$ cat src/design/tmr_pkg.sv
// shared constants, pattern tables and types for the thinning block
`timescale 1ns / 1ps
package tmr_pkg;

  localparam int MAX_W   = 64;
  localparam int MAX_H   = 64;
  localparam int ROW_AW  = $clog2(MAX_H);
  localparam int CNT_W   = $clog2(MAX_H + 2) + 1;
  localparam int CFG_W   = 7;
  localparam int N_KEEP  = 12;

  // register indexes
  localparam int REG_WIDTH  = 0;
  localparam int REG_HEIGHT = 1;

  typedef logic [8:0] pat_t;
  typedef logic [MAX_W-1:0] row_t;

  typedef struct packed {
    row_t row;
    logic any;
  } tmr_res_t;

  // bit k is neighborhood position k, row-major from top-left
  localparam pat_t RM_A_CARE [2] = '{9'b000010010, 9'b000110000};
  localparam pat_t RM_A_VAL  [2] = '{9'b000010000, 9'b000010000};
  localparam pat_t KP_A_CARE [2] = '{9'b110110010, 9'b000111011};
  localparam pat_t KP_A_VAL  [2] = '{9'b010110000, 9'b000011010};
  localparam pat_t RM_B_CARE [2] = '{9'b010010000, 9'b000011000};
  localparam pat_t RM_B_VAL  [2] = '{9'b000010000, 9'b000010000};
  localparam pat_t KP_B_CARE [2] = '{9'b010011011, 9'b110111000};
  localparam pat_t KP_B_VAL  [2] = '{9'b000011010, 9'b010110000};

  localparam pat_t KEEP_CARE [N_KEEP] = '{
    9'b010111000, 9'b010111010, 9'b000111010, 9'b010110010,
    9'b011011000, 9'b000011011, 9'b000110110, 9'b110110000,
    9'b101111111, 9'b111110111, 9'b111111101, 9'b111011111
  };
  localparam pat_t KEEP_VAL [N_KEEP] = '{
    9'b010010000, 9'b000011000, 9'b000010010, 9'b000110000,
    9'b001010000, 9'b000010001, 9'b000010100, 9'b100010000,
    9'b000111010, 9'b010110010, 9'b010111000, 9'b010011010
  };

  function automatic logic pat_hit(input pat_t nb, input pat_t care, input pat_t val);
    pat_hit = (((nb ^ val) & care) == '0);
  endfunction

endpackage

$ cat src/design/tmr_lane.sv
// one column lane: pattern match of a 3x3 neighborhood for the active subpass
`timescale 1ns / 1ps
module tmr_lane (
  input  tmr_pkg::pat_t nb,
  input  logic          phase,
  output logic          remove
);
  import tmr_pkg::*;

  logic rm_hit;
  logic kp_hit;

  always_comb begin
    rm_hit = 1'b0;
    kp_hit = 1'b0;
    for (int k = 0; k < 2; k++) begin
      if (phase) begin
        rm_hit = rm_hit | pat_hit(nb, RM_B_CARE[k], RM_B_VAL[k]);
        kp_hit = kp_hit | pat_hit(nb, KP_B_CARE[k], KP_B_VAL[k]);
      end else begin
        rm_hit = rm_hit | pat_hit(nb, RM_A_CARE[k], RM_A_VAL[k]);
        kp_hit = kp_hit | pat_hit(nb, KP_A_CARE[k], KP_A_VAL[k]);
      end
    end
    for (int k = 0; k < N_KEEP; k++) begin
      kp_hit = kp_hit | pat_hit(nb, KEEP_CARE[k], KEEP_VAL[k]);
    end
    remove = nb[4] & rm_hit & ~kp_hit;
  end
endmodule

$ cat src/design/tmr_subpass.sv
// one row of a subpass: a lane per column, then merge into new row and change flag
`timescale 1ns / 1ps
module tmr_subpass (
  input  tmr_pkg::row_t     row_up,
  input  tmr_pkg::row_t     row_mid,
  input  tmr_pkg::row_t     row_dn,
  input  logic              phase,
  output tmr_pkg::tmr_res_t res
);
  import tmr_pkg::*;

  logic [MAX_W+1:0] pad_up, pad_mid, pad_dn;
  row_t             rem;

  // background border on both sides
  assign pad_up  = {1'b0, row_up, 1'b0};
  assign pad_mid = {1'b0, row_mid, 1'b0};
  assign pad_dn  = {1'b0, row_dn, 1'b0};

  for (genvar c = 0; c < MAX_W; c++) begin : g_lane
    pat_t nb;
    assign nb = {pad_dn[c+2], pad_dn[c+1], pad_dn[c],
                 pad_mid[c+2], pad_mid[c+1], pad_mid[c],
                 pad_up[c+2], pad_up[c+1], pad_up[c]};
    tmr_lane u_lane (
      .nb     (nb),
      .phase  (phase),
      .remove (rem[c])
    );
  end

  assign res.row = row_mid & ~rem;
  assign res.any = |rem;
endmodule

$ cat config.mk
export PLATFORM = sky130hd
export DESIGN_NAME = tmr_subpass
export DESIGN_NICKNAME = d
export VERILOG_FILES = /design/src/design/tmr_pkg.sv /design/src/design/tmr_lane.sv /design/src/design/tmr_subpass.sv
export SDC_FILE = /design/constraint.sdc
export NUM_CORES = 1
export LEC_CHECK = 0
export ABC_AREA = 1
export BUFFER_PORTS_ARGS = -buffer_cell sky130_fd_sc_hd__buf_2
export CAP_MARGIN = 0
export CORE_ASPECT_RATIO = 0.5
export CORE_MARGIN = 1
export CORE_UTILIZATION = 30
export DETAILED_ROUTE_END_ITERATION = 6
export PLACE_DENSITY = 0.58
export SYNTH_ARGS = -nofsm -noshare
export SYNTH_HDL_FRONTEND = slang
export SYNTH_SLANG_ARGS = --single-unit
$ cat constraint.sdc
create_clock -name vclk -period 4
set_input_delay 0.6 -clock vclk [all_inputs]
set_output_delay 0.6 -clock vclk [all_outputs]
set_load 0.1 [all_outputs]
# Word level (Yosys, flattened, before mapping)
# Cells that the tools add are included.
# totals
regBits	0
# op_classes
muxes	256
n_reduce_logical	1281
bitwise_logic	2113
# op_table
op	count
$logic_not A9 Y1	1280
$or A1 B1 Y1	1024
$not A4 Y4	255
$not A2 Y2	445
$not A3 Y3	128
$mux W1	256
$and A1 B1 Y1	128
$not A1 Y1	128
$and A64 B64 Y64	1
$not A64 Y64	1
$reduce_or A64 Y1	1
$not A1 Y2	2
$not A3 Y4	1

# Longest topological paths before layout
# Gate-level depths: netlist of the first run.
# depth
ltp_word	21
depth_mapped	17
depth_no_buf	16

# By module
# From an unflattened synthesis of the first run, not the netlist that was laid out.
# hier_totals
hier_cells	3456
area_unflattened_um2	13693.1
# by_module_without_submodules
mod	n_inst	area_per_inst_um2	cells_per_inst	seq_area_each_um2
tmr_lane	64	202.7	51	0.0
tmr_subpass	1	720.7	192	0.0

# Least setup slack after synthesis of the first run
# Ideal clock, no wire load.
# synth_path
kind	input port to output port
start	input row_mid[21]
end	output res[22] (netlist name)
setup_slack_ns	0.400
t_arrival_ns	3.000
stages	10
path_cell_list	buf_2 > inv_1 > buf_2 > nor2_1 > nand2_1 > nor2_1 > nand2_1 > nand2_1 > inv_1 > a31oi_1
# synth_rtl
element	line	source
from (decl)	tmr_subpass.sv:5	input tmr_pkg::row_t row_mid,
to (decl)	tmr_subpass.sv:8	output tmr_pkg::tmr_res_t res

==> results of run 1 <==
[final timing paths]
check / from / slack (ps) / endpoint
worst max-delay path: row_mid[31] / 500 / res[0]
worst min-delay path: row_mid[1] / 1760 / res[2]
[layout make-up]
class / instances / area [um^2]
repair buffers: 267 / 1430
well taps: 638 / 798
fillers: 5581 / 31400
multi-input cells: 2894 / 12000
diodes: 17 / 42.5
inverters: 330 / 1240
[layout by cell type, fill, tap and decap left out, drive strengths merged, types with 10 or more instances in the layout]
cell type / Yosys / layout
nor3: 20 / 20
inv: 317 / 317
diode: 0 / 17
a31oi: 10 / 10
nand3: 397 / 397
nor2: 598 / 598
o21ai: 238 / 238
buf: 157 / 267
nand2: 1498 / 1498
a21oi: 82 / 82
clkinv: 13 / 13
o211ai: 13 / 13
[kinds of logic (layout without fill, tap and decap cells)]
logic type / Yosys count / after routing / synth area share (%)
and+or+nand+nor: 2527 / 2527 / 70.6
buffers and inverters: 532 / 597 / 15.9
AOI/OAI and AO/OA: 367 / 367 / 13.6
other: 0 / 17 / 0
[metrics by stage]
stage | setup WS, ps | util, %
after floorplan | 400 | -
after CTS | 602 | 33.0
after global placement | 583 | 33.0
after global routing | 357 | 33.0
final | 497 | 33.0
after detailed placement | 613 | 33.0
[routing by layer]
metal / global-route usage [%] / vias to the layer above / wire length (um)
li1: - / 10800 / -
met1: 26.7 / 9293 / 22800
met2: 35.3 / 867 / 25300
met3: 0.883 / 149 / 3110
met4: 9.66 / 2 / 2240
met5: 0 / - / 13
[power by group]
group	leakage [nW]	switching, mW	internal, mW
clock	0.000108	0	0.000000569
combinational	9.02	1.52	0.525
sequential	0	0	0
==> impl_results.md, run 1 <==
* Leakage at 9.02 nW
* Unique masters post-synth at 26
* Via count of the routed design at 21,100
* Placed instance count at 4,129
* Antenna-violating nets left at 0
* Netlist area before placement at 0.0142 mm^2
* Wire length of the first global-routing pass at ~87,000 um
* Seq Cell Count at 0
* Hold crit path type: in2out
* Cell chain of the critical path: buf_2 > clkinv_1 > nor3_1 > nor2_1 > nor2_1 > nand2_1 > nand2_1 > nand2_1 > inv_1 > nand2_1 > nor2_1 > nand2_1 > nor2_1 > nand2_1 > buf_2
* Overflow after GRT at 0
* Type of element launching the critical path: input port
* Post-synth top cells: nand2_1 (1,498), nor2_1 (598), nand3_1 (397)
* Max Freq at 285 MHz
* I/O pins at 258
* Count of input and output buffers at 258
* Post-detailed-placement cell area at around 0.015 mm^2
* Endpoint kind of the worst setup timing path: primary output
* Top-count cell post-synth: nand2_1
* Total core area at between 0.04 and 0.05 mm^2
* Synthesis Warnings at 0
* Max-slew headroom at the worst pin at 63.5%
* Total count of max-transition violations in the final report at 0
* Number of instances in the synthesized netlist at 3,426
* Post-layout min period at 3500 ps
* Number of endpoints with negative hold slack in the final report at 0
* Total Negative Setup Slacks at 0 ps
* Highest cell delay on the worst timing path at 330 ps
* Number of buffer and inverter stages on the critical path at 4
* Worst hold slack across all endpoints at 1760 ps
* Post-route DRC violation count at 7
* Share of the synthesized area in the top cell type at 39.5%
* Required time of the worst setup path at 3400 ps
* Unrepaired setup endpoints after global routing: false
* Crit. path cell count at 15
* Failing checks: design-rule violations
* Highest net fanout along the worst path at 17
* Share of layout cells above drive strength 1 at 7.73%
* Register cell area after layout at 0 um^2
* Post-synth top area cell: nand2_1
* Initial core utilization at 30.4%
* Final RePlAce weighted congestion at 0.977
* Die W at around 310 um
* Final clock period utilization by the worst path at 87.6%
* Ratio of total power to cell area at 132 mW/mm^2
* Category of the critical setup timing path: in2out
* Detailed-placement wirelength estimate at 40,200 um
* WL per Instance at between 10 and 15 um
* Total routed wirelength at 53,500 um
* Total non-filler cell area in the finished layout at 0.0155 mm^2
* Most common cell on crit path: nand2_1
* First DRT Iteration DRCs at 2,252
* Hold path cells at 4
* Mean cell area of the mapped netlist at approximately 4.2 um^2
* Largest net degree at the start of global routing at 67
* Post-route non-filler standard cell count at 4,146
* Family with the most delay on the worst path: simple AND/OR/NAND/NOR gates
* Initial antenna violation count at 17
* Number of global-route vias before repair at 18,200
* Drt first pass iters at 7
* Slew at the pin closest to its max-slew limit at 552 ps
* VDD IR max at 0.0000945 V
* Global Route Usage Sum at between 20% and 30%
* Number of cells upsized or downsized after cts at 0
* Number of clock-tree buffers in the layout at 0
* Highest-delay cell along the critical path: clkinv_1
* Number of maximum-capacitance constraint violations at 0
* Standard-cell rows at 56
* Total of hold buffers inserted after clock tree synthesis at 0
* CP arrival at roughly 2900 ps
* Drt via density at about 5.1
* Net count, final at 3,686
* Total power after layout at 2.05 mW
* Largest cells by area after synthesis: nand2_1 (39%), nor2_1 (16%), nand3_1 (14%)
* Setup-violating endpoint count in the final report at 0
* Area added between synthesis and finish at 8.76%
* Die outline area at 0.0484 mm^2
* Syn_nets at approximately 3,600
* Die H at approximately 160 um
* Result of the run: finished, violations left
* Buffers inserted by post-CTS timing repair at 0
* Sequential share of the synthesized area at 0%
No activity file was read; power rests on OpenSTA's default activity.
==> inputs of run 2 (changes only) <==
==> constraint.sdc (replaced) <==
create_clock -name vclk -period 4
set_input_delay 0.6 -clock vclk [all_inputs]
set_output_delay 0.6 -clock vclk [all_outputs]
set_load 0.05 [all_outputs]
==> run 2 against run 1 <==
Effect of this change:
- the run still ends with design-rule violations left
- utilization decreased by 0.053 points
- critical path depth up 2
- sequential share of layout area is the same
- power is 9.8% lower
- global-route usage rose by 0.15 points
- worst setup slack improved by 77 ps
- die area unchanged
- flip-flop and latch count stayed put
- combinational power down 10%
- critical endpoint unchanged
- largest power group unchanged
- highest routed layer unchanged
==> impl_results.md, run 2 (synthesis gave the netlist of run 1 again) <==
* Ratio of total power to cell area at 119 mW/mm^2
* Failing checks: design-rule violations
* Register cell area after layout at 0 um^2
* Post-route non-filler standard cell count at 4,147
* Die outline area at 0.0484 mm^2
* CP startpoint: phase
* Unrepaired setup endpoints after global routing: false
* Total power after layout at 1.84 mW
* Die W at 310 um
* Type of element launching the critical path: input port
* Initial antenna violation count at 20
* Buffers inserted by post-CTS timing repair at 0
* Antenna-violating nets left at 0
* Worst min-delay path startpoint: row_mid[63]
* Area added between synthesis and finish at 8.58%
* Total of fill cells in the finished design at 5,585
* Standard-cell rows at 56
* Wire length the detailed router placed on met1 at between 20,000 and 25,000 um
* Count of input and output buffers at 258
* Required time of the worst setup path at 3400 ps
* Drt via density at between 5 and 6
* VDD IR max at 0.0000689 V
* Endpoint kind of the worst setup timing path: primary output
* Slew at the pin closest to its max-slew limit at approximately 550 ps
* Number of cells upsized or downsized after cts at 0
* Hold crit path type: in2out
* Drt first pass iters at 7
* Largest net degree at the start of global routing at 59
* Max Freq at 292 MHz
* Post-layout min period at about 3400 ps
* Overflow after GRT at 0
* Detailed-placement wirelength estimate at a little over 40,000 um
* Post-layout utilization of the core at 33.0%
* Highest net fanout along the worst path at 58
* Top routing layer in use: met5
* Placed instance count at 4,129
* Leakage at about 9.0 nW
* Commonest non-fill, non-tap cell in the layout: nand2_1
* Total of hold buffers inserted after clock tree synthesis at 0
* Number of global-route vias before repair at 18,200
* Met2 routed WL at 26,000 um
* Hold path cells at 4
* Post-route DRC violation count at 6
* CP arrival at 2830 ps
* Pre-CTS setup slack at 602 ps
* Global Route Usage Sum at 20.8%
* Number of endpoints with negative hold slack in the final report at 0
* Share of layout cells above drive strength 1 at 7.73%
* Net count, final at 3,686
* Number of clock-tree buffers in the layout at 0
* Initial core utilization at 30.4%
* Crit path setup slack, layout at between 500 and 600 ps
* Die H at 156 um
* Final RePlAce weighted congestion at 0.980
* Seq Cell Count at 0
* Endpoint of the worst hold path: res[64]
* Via count of the routed design at 21,300
* Category of the critical setup timing path: in2out
* First DRT Iteration DRCs at 2,320
* I/O pins at around 260
* Total Negative Setup Slacks at 0 ps
* Sum of met3 wire segment lengths after detailed routing at 2910 um
* Wire length of the first global-routing pass at between 80,000 and 90,000 um
* Total routed wirelength at 53,700 um
* Setup-violating endpoint count in the final report at 0
* Number of maximum-capacitance constraint violations at 0
* Total count of max-transition violations in the final report at 0
* Total core area at 0.0469 mm^2
* Result of the run: finished, violations left
* Most frequent cells in the layout: nand2_1 (1,498), nor2_1 (598), nand3_1 (397), inv_1 (314), buf_2 (257)
* Max-slew headroom at the worst pin at 63.4%
* Final clock period utilization by the worst path at a little under nine tenths
* WL per Instance at around 13 um
[run 2: cell types whose count changed in the layout (fill, tap and decap cells not counted)]
cell     delta
diode_2     +1
buf_12      -2
buf_4       +1
buf_2       +1
[run 2: worst max path at each step]
stage	endpoint	depth (start not counted)
2_1_floorplan	res[22]	10
5_1_grt	res[0]	17
3_5_place_dp	res[0]	17
6_report	res[0]	17
3_3_place_gp	res[0]	15
4_1_cts	res[0]	17
[run 2: power by group]
| group | switching [mW] | total (mW) | internal (mW) | leakage, nW |
|---|---|---|---|---|
| logic | 1.32 | 1.84 | 0.522 | 9.01 |
| clock network | 0 | 0.000000603 | 0.000000603 | 0.000114 |
| registers | 0 | 0 | 0 | 0 |
| total | 1.32 | 1.84 | 0.522 | 9.01 |
[run 2: stage by stage]
stage	cell area, um^2	hold slack (ps)
6_report	15500	1680
5_1_grt	15500	1710
4_1_cts	15400	1670
3_5_place_dp	15400	1670
3_3_place_gp	15400	1680
2_1_floorplan	14200	1500
[run 2: layout make-up]
cell class | instances | area [um^2] | share of cell area, %
tap | 638 | 798 | 5.16
antenna | 18 | 45.0 | 0.291
multi-input combinational | 2894 | 12000 | 77.5
timing repair buffer | 267 | 1400 | 9.05
inverter | 330 | 1240 | 8.04
[run 2: worst max-delay path: stages]
cell and delay, ps:
buf_4 140, inv_6 360, buf_12 260, nand2_1 90, nand3_1 80, nand2_1 50
nand2_1 50, nand2_1 50, nand3_1 100, nand2_1 60, inv_1 100, nand2_1 70
nor2_1 250, nand2_1 80, nor2_1 110, nand2_1 100, buf_2 230
[run 2: per-layer routing]
layer	up-vias	global-route usage, %
met1	9480	26.7
met2	857	36.1
met5	-	0
met4	2	9.17
li1	10800	-
met3	112	0.842
